--- src/hw/rtl/rvcc_pkg.sv ---
// rvcc_pkg: types, constants and the decode table of the regulator voltage code converter
// no dependencies; used by the channel interfaces and the converter top level
package rvcc_pkg;

  localparam int unsigned CodeW = 5;
  localparam int unsigned UvW   = 22;

  typedef enum logic {
    CMD_ENCODE = 1'b0,
    CMD_DECODE = 1'b1
  } cmd_e;

  typedef enum logic [1:0] {
    KIND_DCDC   = 2'd0,
    KIND_LDO123 = 2'd1,
    KIND_LDO45  = 2'd2,
    KIND_NONE   = 2'd3
  } kind_e;

  typedef enum logic [1:0] {
    ST_OK    = 2'd0,
    ST_CLAMP = 2'd1,
    ST_KIND  = 2'd2
  } status_e;

  // segment breakpoints in uV
  localparam logic [UvW-1:0] UvDcdcMin = 22'd800000;
  localparam logic [UvW-1:0] UvLdo45Min = 22'd1200000;
  localparam logic [UvW-1:0] UvLdo123Min = 22'd1700000;
  localparam logic [UvW-1:0] Uv1900 = 22'd1900000;
  localparam logic [UvW-1:0] Uv2600 = 22'd2600000;
  localparam logic [UvW-1:0] Uv3000 = 22'd3000000;
  localparam logic [UvW-1:0] Uv3100 = 22'd3100000;
  localparam logic [UvW-1:0] Uv3300 = 22'd3300000;
  localparam logic [UvW-1:0] UvStep50 = 22'd50000;
  localparam logic [UvW-1:0] UvStep100 = 22'd100000;

  // segment start codes
  localparam logic [CodeW-1:0] CodeMax = 5'h1f;
  localparam logic [CodeW-1:0] CodeDcdcStart = 5'h01;
  localparam logic [CodeW-1:0] CodeL123Seg0 = 5'h0a;
  localparam logic [CodeW-1:0] CodeL123Seg1 = 5'h0e;
  localparam logic [CodeW-1:0] CodeL123Seg2 = 5'h15;
  localparam logic [CodeW-1:0] CodeL123Seg3 = 5'h1d;
  localparam logic [CodeW-1:0] CodeL123Gap = 5'h1e;
  localparam logic [CodeW-1:0] CodeL45Seg0 = 5'h05;
  localparam logic [CodeW-1:0] CodeL45Seg1 = 5'h13;
  localparam logic [CodeW-1:0] CodeL45Seg2 = 5'h1a;

  // 50000 = 16 * 3125; offset >> 4 is below 2^18, and with this reciprocal
  // (x * RecipMul) >> RecipShift equals x / 3125 exactly over that range
  localparam int unsigned DivPreShift = 4;
  localparam int unsigned DivInW = UvW - DivPreShift;
  localparam int unsigned RecipShift = 30;
  localparam int unsigned RecipW = 19;
  localparam logic [RecipW-1:0] RecipMul = 19'd343598;
  localparam int unsigned ProdW = DivInW + RecipW;
  localparam int unsigned QuotW = ProdW - RecipShift;

  typedef struct packed {
    logic                 use_div;
    logic                 step100;
    logic [CodeW-1:0]     start;
    logic [DivInW-1:0]    div_in;
    logic [CodeW-1:0]     code;
    logic [UvW-1:0]       uv;
    status_e              status;
  } s1_t;

  typedef struct packed {
    logic                 use_div;
    logic                 step100;
    logic [CodeW-1:0]     start;
    logic [ProdW-1:0]     prod;
    logic [CodeW-1:0]     code;
    logic [UvW-1:0]       uv;
    status_e              status;
  } s2_t;

  // voltage of a selector code; codes below a kind's start give its minimum
  function automatic logic [UvW-1:0] dec_uv(kind_e kind, logic [CodeW-1:0] code);
    logic [UvW-1:0] c;
    logic [UvW-1:0] res;
    c = UvW'(code);
    res = '0;
    unique case (kind)
      KIND_DCDC: begin
        if (code > CodeDcdcStart) res = (c - 22'd1) * UvStep50 + UvDcdcMin;
        else res = UvDcdcMin;
      end
      KIND_LDO123: begin
        if (code == CodeMax) res = Uv3300;
        else if (code >= CodeL123Seg3) res = (c - UvW'(CodeL123Seg3)) * UvStep100 + Uv3000;
        else if (code >= CodeL123Seg2) res = (c - UvW'(CodeL123Seg2)) * UvStep50 + Uv2600;
        else if (code >= CodeL123Seg1) res = (c - UvW'(CodeL123Seg1)) * UvStep100 + Uv1900;
        else if (code >= CodeL123Seg0) res = (c - UvW'(CodeL123Seg0)) * UvStep50 + UvLdo123Min;
        else res = UvLdo123Min;
      end
      KIND_LDO45: begin
        if (code >= CodeL45Seg2) res = (c - UvW'(CodeL45Seg2)) * UvStep50 + Uv2600;
        else if (code >= CodeL45Seg1) res = (c - UvW'(CodeL45Seg1)) * UvStep100 + Uv1900;
        else if (code >= CodeL45Seg0) res = (c - UvW'(CodeL45Seg0)) * UvStep50 + UvLdo45Min;
        else res = UvLdo45Min;
      end
      default: res = '0;
    endcase
    return res;
  endfunction

endpackage

--- src/hw/rtl/rvcc_if.sv ---
// rvcc_if: valid/ready channel interfaces for converter requests and results
// depends on rvcc_pkg for field widths
interface rvcc_in_if;
  logic                          valid;
  logic                          ready;
  logic                          cmd;
  logic [1:0]                    reg_kind;
  logic [rvcc_pkg::UvW-1:0]      microvolts_in;
  logic [rvcc_pkg::CodeW-1:0]    code_in;

  modport source (output valid, cmd, reg_kind, microvolts_in, code_in, input ready);
  modport sink (input valid, cmd, reg_kind, microvolts_in, code_in, output ready);
endinterface

interface rvcc_out_if;
  logic                          valid;
  logic                          ready;
  logic [rvcc_pkg::CodeW-1:0]    code_out;
  logic [rvcc_pkg::UvW-1:0]      microvolts_out;
  logic [1:0]                    status;

  modport source (output valid, code_out, microvolts_out, status, input ready);
  modport sink (input valid, code_out, microvolts_out, status, output ready);
endinterface

--- src/hw/rtl/regulator_voltage_code_converter_unit.sv ---
// regulator_voltage_code_converter_unit: three-stage encode/decode pipeline
// depends on rvcc_pkg and the channel interfaces in rvcc_if.sv
//
// Converts a target voltage in uV to a regulator selector code (encode) or a
// code to its voltage (decode) for the dcdc, ldo 1-3 and ldo 4-5 tables. Every
// request gives exactly one result beat. A new request is taken every cycle
// while results drain. The result passes through the three register stages:
// segment select and offset subtract, the reciprocal multiply that divides the
// offset by 50 mV, and the final code add with range clamp, which also forms
// the output register.
module regulator_voltage_code_converter_unit (
  input  logic         clk_i,
  input  logic         rst_ni,
  rvcc_in_if.sink      in_i,
  rvcc_out_if.source   out_o
);

  rvcc_pkg::s1_t s1_d, s1_q;
  rvcc_pkg::s2_t s2_d, s2_q;
  logic s1_valid_q, s2_valid_q, s3_valid_q;
  logic s1_ready, s2_ready, s3_ready;
  logic [rvcc_pkg::UvW-1:0] base;
  logic [rvcc_pkg::UvW-1:0] offset;
  rvcc_pkg::kind_e kind;
  logic [rvcc_pkg::UvW-1:0] v;
  logic [rvcc_pkg::QuotW-1:0] quot;
  logic [rvcc_pkg::QuotW:0] code_sum;
  logic [rvcc_pkg::CodeW-1:0] code_d, code_q;
  logic [rvcc_pkg::UvW-1:0] uv_q;
  rvcc_pkg::status_e status_d, status_q;

  assign s3_ready = !s3_valid_q || out_o.ready;
  assign s2_ready = !s2_valid_q || s3_ready;
  assign s1_ready = !s1_valid_q || s2_ready;
  assign in_i.ready = s1_ready;

  assign kind = rvcc_pkg::kind_e'(in_i.reg_kind);
  assign v = in_i.microvolts_in;

  // stage 1: pick the segment, its base and start code, or decode the code to its voltage
  always_comb begin
    s1_d = '0;
    s1_d.status = rvcc_pkg::ST_OK;
    base = '0;
    if (kind == rvcc_pkg::KIND_NONE) begin
      s1_d.status = rvcc_pkg::ST_KIND;
    end else if (rvcc_pkg::cmd_e'(in_i.cmd) == rvcc_pkg::CMD_DECODE) begin
      s1_d.uv = rvcc_pkg::dec_uv(kind, in_i.code_in);
    end else begin
      unique case (kind)
        rvcc_pkg::KIND_DCDC: begin
          if (v < rvcc_pkg::UvDcdcMin) begin
            s1_d.code = rvcc_pkg::CodeDcdcStart;
            s1_d.status = rvcc_pkg::ST_CLAMP;
          end else begin
            s1_d.use_div = 1'b1;
            s1_d.start = rvcc_pkg::CodeDcdcStart;
            base = rvcc_pkg::UvDcdcMin;
          end
        end
        rvcc_pkg::KIND_LDO123: begin
          priority if (v < rvcc_pkg::UvLdo123Min) begin
            s1_d.code = rvcc_pkg::CodeL123Seg0;
            s1_d.status = rvcc_pkg::ST_CLAMP;
          end else if (v <= rvcc_pkg::Uv1900) begin
            s1_d.use_div = 1'b1;
            s1_d.start = rvcc_pkg::CodeL123Seg0;
            base = rvcc_pkg::UvLdo123Min;
          end else if (v <= rvcc_pkg::Uv2600) begin
            s1_d.use_div = 1'b1;
            s1_d.step100 = 1'b1;
            s1_d.start = rvcc_pkg::CodeL123Seg1;
            base = rvcc_pkg::Uv1900;
          end else if (v <= rvcc_pkg::Uv3000) begin
            s1_d.use_div = 1'b1;
            s1_d.start = rvcc_pkg::CodeL123Seg2;
            base = rvcc_pkg::Uv2600;
          end else if (v <= rvcc_pkg::Uv3100) begin
            s1_d.use_div = 1'b1;
            s1_d.step100 = 1'b1;
            s1_d.start = rvcc_pkg::CodeL123Seg3;
            base = rvcc_pkg::Uv3000;
          end else if (v < rvcc_pkg::Uv3300) begin
            // gap between 3.1 V and 3.3 V rounds down
            s1_d.code = rvcc_pkg::CodeL123Gap;
          end else if (v == rvcc_pkg::Uv3300) begin
            s1_d.code = rvcc_pkg::CodeMax;
          end else begin
            s1_d.code = rvcc_pkg::CodeMax;
            s1_d.status = rvcc_pkg::ST_CLAMP;
          end
        end
        rvcc_pkg::KIND_LDO45: begin
          priority if (v < rvcc_pkg::UvLdo45Min) begin
            s1_d.code = rvcc_pkg::CodeL45Seg0;
            s1_d.status = rvcc_pkg::ST_CLAMP;
          end else if (v <= rvcc_pkg::Uv1900) begin
            s1_d.use_div = 1'b1;
            s1_d.start = rvcc_pkg::CodeL45Seg0;
            base = rvcc_pkg::UvLdo45Min;
          end else if (v <= rvcc_pkg::Uv2600) begin
            s1_d.use_div = 1'b1;
            s1_d.step100 = 1'b1;
            s1_d.start = rvcc_pkg::CodeL45Seg1;
            base = rvcc_pkg::Uv1900;
          end else begin
            s1_d.use_div = 1'b1;
            s1_d.start = rvcc_pkg::CodeL45Seg2;
            base = rvcc_pkg::Uv2600;
          end
        end
        default: s1_d.status = rvcc_pkg::ST_KIND;
      endcase
    end
    offset = v - base;
    s1_d.div_in = offset[rvcc_pkg::UvW-1:rvcc_pkg::DivPreShift];
  end

  // stage 2: divide by 50 mV through the reciprocal
  always_comb begin
    s2_d.use_div = s1_q.use_div;
    s2_d.step100 = s1_q.step100;
    s2_d.start = s1_q.start;
    s2_d.prod = rvcc_pkg::ProdW'(s1_q.div_in) * rvcc_pkg::ProdW'(rvcc_pkg::RecipMul);
    s2_d.code = s1_q.code;
    s2_d.uv = s1_q.uv;
    s2_d.status = s1_q.status;
  end

  // stage 3: halve for 100 mV segments, add start code, clamp at the top
  always_comb begin
    quot = s2_q.prod[rvcc_pkg::ProdW-1:rvcc_pkg::RecipShift];
    if (s2_q.step100) quot = quot >> 1;
    code_sum = (rvcc_pkg::QuotW + 1)'(s2_q.start) + (rvcc_pkg::QuotW + 1)'(quot);
    code_d = s2_q.code;
    status_d = s2_q.status;
    if (s2_q.use_div) begin
      if (code_sum > (rvcc_pkg::QuotW + 1)'(rvcc_pkg::CodeMax)) begin
        code_d = rvcc_pkg::CodeMax;
        status_d = rvcc_pkg::ST_CLAMP;
      end else begin
        code_d = code_sum[rvcc_pkg::CodeW-1:0];
      end
    end
  end

  always_ff @(posedge clk_i or negedge rst_ni) begin
    if (!rst_ni) begin
      s1_valid_q <= 1'b0;
      s2_valid_q <= 1'b0;
      s3_valid_q <= 1'b0;
    end else begin
      if (s1_ready) s1_valid_q <= in_i.valid;
      if (s2_ready) s2_valid_q <= s1_valid_q;
      if (s3_ready) s3_valid_q <= s2_valid_q;
    end
  end

  always_ff @(posedge clk_i) begin
    if (s1_ready && in_i.valid) s1_q <= s1_d;
    if (s2_ready && s1_valid_q) s2_q <= s2_d;
    if (s3_ready && s2_valid_q) begin
      code_q <= code_d;
      uv_q <= s2_q.uv;
      status_q <= status_d;
    end
  end

  assign out_o.valid = s3_valid_q;
  assign out_o.code_out = code_q;
  assign out_o.microvolts_out = uv_q;
  assign out_o.status = status_q;

  // an accepted beat always lands in stage 1
  a_accept_lands: assert property (@(posedge clk_i) disable iff (!rst_ni)
    (in_i.valid && in_i.ready) |=> s1_valid_q)
    else $error("accepted beat missing from stage 1");

  // a stalled middle stage keeps its beat
  a_s2_holds: assert property (@(posedge clk_i) disable iff (!rst_ni)
    (s2_valid_q && !s3_ready) |=> (s2_valid_q && $stable(s2_q)))
    else $error("stage 2 beat lost under stall");

  // unsupported kind gives all-zero fields
  a_kind_zero: assert property (@(posedge clk_i) disable iff (!rst_ni)
    (out_o.valid && out_o.status == rvcc_pkg::ST_KIND) |->
      (out_o.code_out == '0 && out_o.microvolts_out == '0))
    else $error("unsupported kind with nonzero result");

  // clamping only happens on encode, which never reports a voltage
  a_clamp_encode: assert property (@(posedge clk_i) disable iff (!rst_ni)
    (out_o.valid && out_o.status == rvcc_pkg::ST_CLAMP) |-> (out_o.microvolts_out == '0))
    else $error("clamp status on a decode result");

endmodule

--- src/flat_wrapper.sv ---
// flat-port wrapper written by rule: the top's interface ports become plain ports
module regulator_voltage_code_converter_unit_flat 
  (clk_i, rst_ni, in_i_valid, in_i_cmd, in_i_reg_kind, in_i_microvolts_in, in_i_code_in, in_i_ready, out_o_valid, out_o_code_out, out_o_microvolts_out, out_o_status, out_o_ready);
  rvcc_in_if in_i_i ();
  rvcc_out_if out_o_i ();
  input  logic clk_i;
  input  logic rst_ni;
  input wire logic [$bits(in_i_i.valid)-1:0] in_i_valid;
  input wire logic [$bits(in_i_i.cmd)-1:0] in_i_cmd;
  input wire logic [$bits(in_i_i.reg_kind)-1:0] in_i_reg_kind;
  input wire logic [$bits(in_i_i.microvolts_in)-1:0] in_i_microvolts_in;
  input wire logic [$bits(in_i_i.code_in)-1:0] in_i_code_in;
  output wire logic [$bits(in_i_i.ready)-1:0] in_i_ready;
  output wire logic [$bits(out_o_i.valid)-1:0] out_o_valid;
  output wire logic [$bits(out_o_i.code_out)-1:0] out_o_code_out;
  output wire logic [$bits(out_o_i.microvolts_out)-1:0] out_o_microvolts_out;
  output wire logic [$bits(out_o_i.status)-1:0] out_o_status;
  input wire logic [$bits(out_o_i.ready)-1:0] out_o_ready;
  assign in_i_i.valid = in_i_valid;
  assign in_i_i.cmd = in_i_cmd;
  assign in_i_i.reg_kind = in_i_reg_kind;
  assign in_i_i.microvolts_in = in_i_microvolts_in;
  assign in_i_i.code_in = in_i_code_in;
  assign in_i_ready = in_i_i.ready;
  assign out_o_valid = out_o_i.valid;
  assign out_o_code_out = out_o_i.code_out;
  assign out_o_microvolts_out = out_o_i.microvolts_out;
  assign out_o_status = out_o_i.status;
  assign out_o_i.ready = out_o_ready;
  regulator_voltage_code_converter_unit u_core (.clk_i(clk_i), .rst_ni(rst_ni), .in_i(in_i_i), .out_o(out_o_i));
endmodule
--- config.mk ---
export PLATFORM = sky130hd
export DESIGN_NAME = regulator_voltage_code_converter_unit_flat
export DESIGN_NICKNAME = d
export VERILOG_FILES = /design/src/hw/rtl/rvcc_pkg.sv /design/src/hw/rtl/rvcc_if.sv /design/src/hw/rtl/regulator_voltage_code_converter_unit.sv /design/src/flat_wrapper.sv
export SDC_FILE = /design/constraint.sdc
export NUM_CORES = 1
export LEC_CHECK = 0
export ABC_AREA = 1
export BUFFER_PORTS_ARGS = -buffer_cell sky130_fd_sc_hd__clkbuf_2
export CORE_ASPECT_RATIO = 0.9
export CORE_MARGIN = 2
export CORE_UTILIZATION = 60
export DETAILED_ROUTE_END_ITERATION = 10
export PLACE_DENSITY = 0.76
export RECOVER_POWER = 100
export SKIP_CTS_REPAIR_TIMING = 1
export SYNTH_ARGS = -nofsm -noshare
export SYNTH_HDL_FRONTEND = slang
export SYNTH_SLANG_ARGS = --single-unit
--- constraint.sdc ---
create_clock -name clk_i -period 5.7 [get_ports clk_i]
set_clock_uncertainty 0.2 [all_clocks]
set_input_delay 0.855 -clock clk_i [delete_from_list [all_inputs] [get_ports clk_i]]
set_output_delay 0.855 -clock clk_i [all_outputs]
set_load 0.05 [all_outputs]
* Word-level counts from Yosys, hierarchy flattened
Index checks and enable logic that the tools add are counted.
** Operators by class
- Reductions and logical operators :: 12
- Multipliers :: 9
- Divide/modulo/power cells :: 0
- $lt $le $gt $ge :: 17
- Mux-type cells :: 66
- Bitwise operators :: 1
- Eq/ne operators :: 5
- Shift operators :: 0
- $add $sub $neg :: 18
** Operator list (number)
- $mux W22 :: 19
- $pmux W22 S3 :: 2
- $mul A22 B12 Y18 const B :: 5
- $add A22 B21 Y22 const B :: 4
- $add A22 B22 Y22 const B :: 3
- $le A22 B22 Y1 const B :: 3
- $mul A22 B12 Y17 const B :: 3
- $mux W5 :: 10
- $lt A22 B21 Y1 const B :: 2
- $mul A18 B18 Y36 const B :: 1
- $mux W7 :: 5
- $pmux W5 S3 :: 2
- $sub A5 B5 Y6 const B :: 4
- $add A22 B20 Y22 const B :: 1
- $eq A22 B22 Y1 const B :: 1
- $le A22 B21 Y1 const B :: 1
- $lt A22 B20 Y1 const B :: 1
- $lt A22 B22 Y1 const B :: 1
- $sub A22 B22 Y22 :: 1
- $ge A5 B5 Y1 const B :: 4
- $mux W20 :: 1
- $mux W2 :: 9
- $mux W1 :: 13
- $sub A5 B4 Y6 const B :: 2
- 21 further kinds :: 30
** Storage, ports and cells
- Output and inout port bits :: 31
- Input bits :: 34
- Bits in read-only memories :: 0
- Memories :: 0
- RAM bits :: 0
- Register bits after elaboration :: 158
- Latch bits :: 0

* Depth between registers and ports, before layout
- Depth after elaboration :: 10
- Gate-level depth with buffers :: 37
- Gate-level depth less buffers :: 37

* Worst setup path after synthesis
No wires, ideal clock.
- Kind :: in2reg
- Start :: input port in_i_code_in[0]
- End :: register u_core.s1_q[23] (netlist bit) (data pin)
- Arrival :: 5.643 ns
- Setup slack :: -0.413 ns
- Data required time :: 5.230 ns
- Cell stages on the path :: 27
- Cells stage by stage :: buf_4 inv_2 ha_1 nor2_1 inv_1 o21ai_0 a21oi_1 inv_1 ha_1 fa_1 inv_1 fa_1 fa_1 inv_1 ha_1 a21oi_1 nor2_1 o21ai_0 nand4_1 nand2_1 inv_1 nor2_1 nand3_1 nand3_1 nand3_1 a21oi_1 a21oi_1
** On the way
- Longest elaborated chain between the ends :: 9
- Elaborated cells on any way between the ends :: 43
- Those cells by class :: add/sub (16); mul (8); order compare (8); eq/ne (1); mux (10)
** Ends and longest elaborated chain
- start, declared :: RTL line flat_wrapper.sv:12 : input wire logic [$bits(in_i_i.code_in)-1:0] in_i_code_in;
- $sub A5 B4 Y6 :: RTL line rvcc_pkg.sv:96 : else if (code >= CodeL123Seg0) res = (c - UvW'(CodeL123Seg0)) * UvStep50 + UvLdo123Min;
- $mul A22 B12 Y18 :: RTL line rvcc_pkg.sv:96
- $add A22 B21 Y22 :: RTL line rvcc_pkg.sv:96
- $mux W22 :: RTL line rvcc_pkg.sv:96
- $mux W22 :: RTL line rvcc_pkg.sv:95 : else if (code >= CodeL123Seg1) res = (c - UvW'(CodeL123Seg1)) * UvStep100 + Uv1900;
- $mux W22 :: RTL line rvcc_pkg.sv:94 : else if (code >= CodeL123Seg2) res = (c - UvW'(CodeL123Seg2)) * UvStep50 + Uv2600;
- $mux W22 :: RTL line rvcc_pkg.sv:93 : else if (code >= CodeL123Seg3) res = (c - UvW'(CodeL123Seg3)) * UvStep100 + Uv3000;
- $mux W22 :: RTL line rvcc_pkg.sv:92 : if (code == CodeMax) res = Uv3300;
- $pmux W22 S3 * :: RTL line rvcc_pkg.sv:86 : unique case (kind)
- end signal, assigned :: RTL line regulator_voltage_code_converter_unit.sv:160 : if (s1_ready && in_i.valid) s1_q <= s1_d;
- end, declared :: RTL line regulator_voltage_code_converter_unit.sv:18 : rvcc_pkg::s1_t s1_d, s1_q;
Mark *: on every way between the ends. The rest lies on a longest branch, timed or not.
A chain may end at the register's enable or synchronous reset.

==> summary.txt <==
Logic synthesis
  – Simple-gate portion of the synthesized area: roughly a fifth
  – Number of flops mapped to enable cells by yosys: about 110
  – Synth Register Bits: roughly 120
  – FFs w/ async S/R, synth: 2.61%
  – Syn avg cell area: approximately 7.5 µm²
  – Largest family of logic cells by synthesized area: adder cells
  – Post-Syn Area: about 28000 µm²
  – Synth Area in Adders: around 40%
  – Yosys warning total: 0
  – Cell variety after synth: 70
  – Syn Inst Count: 3777
  – Main synth FF type: edfxtp_1
  – Seq/Total Area, Yosys: about an eighth
  – Compound-Gate Fraction of Synth Area: a little under a tenth
  – Post-synthesis mux area share: 0%
  – Post-Synth XOR/XNOR Area: just under 6%

GRT
  – First-pass GRT wire length: between 100000 and 150000 µm
  – Vias in the first global route: 26400
  – Antenna violations before repair: 2
  – Pin count of the biggest net entering global routing: 50
  – Total GRT Usage: about a third
  – GRT overflow: 0

Timing
  – Tmin final: between 5 and 6 ns
  – Post-route clock period utilization: 100%
  – Max Transition Viols Final: between 100 and 150
  – Worst Tran Pin Value: a little under 3 ns
  – RSZ-0062 raised after global routing: yes
  – Final Hold Vio Count: 0
  – Slew HR: -95.1%
  – Number of endpoints failing setup at the final stage: 2
  – Final Hold Slack: between 0.02 and 0.03 ns
  – Max Fclk: 175 MHz
  – Final worst setup slack: -0.00362 ns

Die
  – Row Count: 75
  – Die W: about 230 µm
  – Starting density of the core: between 60% and 70%
  – I/O Pins: 65
  – Core Region: 46600 µm²
  – Die extent in y: 210 µm
  – Die ar.: 48900 µm²

Layout
  – Nets: 5151
  – Final core occ: between 70% and 80%
  – Layout cells sized above 1: between 20 and 25%
  – Fill count: 3293
  – Sequential Area: approximately 3400 µm²
  – Multi-input gate area: 22900 µm²
  – Layout area overhead: 24.2%

Placed design
  – Post-DP HPWL: 67400 µm
  – Gpl congestion: about 1
  – IO Port Bufs: 60

Setup path
  – Worst Path Arrival: ~5.7 ns
  – WP data required: between 5 and 6 ns
  – Worst path slowest cell: fa_1
  – Most used cell, CP: fa_1
  – Crit. path cell count: 18
  – CP max stage delay: 0.58 ns
  – Worst Setup End Kind: flop
  – WS Path Type: reg -> reg
  – Critical Path Fanout Max: 6
  – Cell family with most CP delay: adder cells
  – Setup crit start kind: flop
  – Crit-path cells: buf_4 > fa_1 > ha_1 > fa_1 > inv_1 > fa_1 > inv_1 > fa_1 > fa_1 > ha_1 > nand4_1 > nand3b_1 > nand2_1 > nand3_1 > buf_4 > o211ai_1 > a21oi_1 > xnor2_1
  – Worst Path Buf+Inv: 4
  – Worst r2r path cells: 18
  – R2R setup slack: -0.004 ns

Route
  – Antenna Nets Post-Route: 0
  – Vias per inst: 5.45
  – Detailed Routing Iterations Pass 1: 8
  – Final WL: 82500 µm
  – Routed wire per std cell: 16.6 µm
  – DRC viols: 0
  – Initial drt markers: 2447
  – Via count: ~27000

Run
  – Max-Cap Viols: 3

Outcome
  – Status: complete, but fails checks
  – Violated checks: capacitance limit, slew limit, setup timing

CTS
  – CTS Sinks: 115
  – CTS tree: built
  – H-tree depth: 4
  – Num CTS Buffers: 17
  – Max clock buf depth: 2
  – Register clock-pin slew on the reported worst setup and hold paths: around 0.06 ns
  – Clk Latency, worst-skew pair: 0.43 ns
  – CTS root buf: clkbuf_16

Hold path
  – Hold Crit Class: in -> async
==> path summary, 6_finish.rpt <==
kind                                 start                 end
min                                 rst_ni   u_core.s1_valid_q
min in group clk_i         u_core.s1_q[16]     u_core.s2_q[16]
max reg2reg                u_core.s1_q[30]     u_core.s2_q[61]
max in group asynchronous           rst_ni  u_core.out_o.valid
min reg2reg                u_core.s1_q[16]     u_core.s2_q[16]
max                        u_core.s1_q[30]     u_core.s2_q[61]
==> synth_stat cells (4+ instances only) <==
master / count / area share [%]
a211oi_1: 4 / 0.11
a21boi_1: 4 / 0.11
a21o_1: 10 / 0.27
a21oi_1: 172 / 3.0
a21oi_2: 6 / 0.19
a31oi_1: 21 / 0.46
and2_1: 4 / 0.088
buf_2: 10 / 0.18
buf_4: 8 / 0.21
buf_6: 4 / 0.16
clkbuf_1: 12 / 0.16
edfxtp_1: 112 / 12
fa_1: 212 / 15
ha_1: 561 / 25
inv_1: 840 / 11
inv_2: 19 / 0.25
nand2_1: 730 / 9.7
nand2_2: 28 / 0.62
nand2_4: 4 / 0.16
nand3_1: 219 / 3.9
nand3_2: 13 / 0.46
nand3b_1: 21 / 0.56
nand4_1: 43 / 0.95
nor2_1: 235 / 3.1
nor2_2: 7 / 0.15
nor2_4: 4 / 0.16
nor3_1: 31 / 0.55
nor4_1: 4 / 0.088
o211ai_1: 16 / 0.42
o21ai_0: 137 / 2.4
o21ai_1: 19 / 0.34
o21bai_1: 11 / 0.29
o221ai_1: 8 / 0.25
o31ai_1: 5 / 0.13
or2_2: 9 / 0.20
xnor2_1: 78 / 2.4
xor2_1: 100 / 3.1
xor2_2: 5 / 0.29
==> routing by layer <==
| metal | vias to the layer above | part of all wire [%] | track usage [%] |
|---|---|---|---|
| met5 | - | 0.018 | 0 |
| met4 | 2 | 3.0 | 9.38 |
| met3 | 198 | 8.1 | 5.33 |
| met2 | 1066 | 48 | 55.4 |
| met1 | 12600 | 41 | 42.2 |
| li1 | 13200 | - | - |
==> area by class of cell <==
type                    count  area share, %
diodes                      1        0.00712
clock buffers              18           1.22
clock inverters            13          0.473
inverters                 863           9.29
multi-input cells        2768           65.1
flip-flops and latches    115           9.78
well taps                 616           2.19
repair buffers            579           12.0
==> per-stage QoR <==
stage | TNS, ns | instances | worst slack (ns) | instance area (µm²)
after CTS | -0.656 | 4939 | -0.183 | 33500
after global routing | -0.681 | 4972 | -0.103 | 35200
after global placement | -3.81 | 4908 | -0.508 | 32900
final | -0.00520 | 4973 | -0.00362 | 35200
after detailed placement | -4.54 | 4908 | -0.568 | 32900
after floorplan | -0.0196 | 3780 | -0.0196 | 28400
==> cell usage in the layout, fill, tap and decap left out, drive strengths merged, types with 4 or more instances in the layout <==
master	n
nor3	32
a21boi	6
a31oi	22
clkinv	10
nand3b	22
ha	561
nand4	43
buf	516
clkbuf	81
xor2	105
nor2	246
xnor2	79
conb	4
or2	10
o31ai	7
o221ai	8
nor4	4
a211oi	4
o211ai	16
bufinv	4
inv	859
edfxtp	112
o21ai	160
o21bai	11
nand3	232
a21oi	178
fa	212
a21o	10
and2	4
nand2	763
==> registers in the layout, summed over array words and instances, names as in the netlist <==
signal,count
u_core.s1_q,49
u_core.s2_q,38
u_core.out_o.microvolts_out,18
u_core.out_o.code_out,5
u_core.out_o.status,2
u_core.out_o.valid,1
u_core.s1_valid_q,1
u_core.s2_valid_q,1
==> logic make-up after synthesis <==
family,after synthesis
AND/OR/NAND/NOR,1361
buffers and inverters,897
adder cells (fa/ha/maj),773
AO/OA/AOI/OAI,446
XOR/XNOR,184
flip-flops,115
other,1
Power is not shown: default switching activity piles up to over one toggle a cycle in this logic, so the estimate is an artifact.
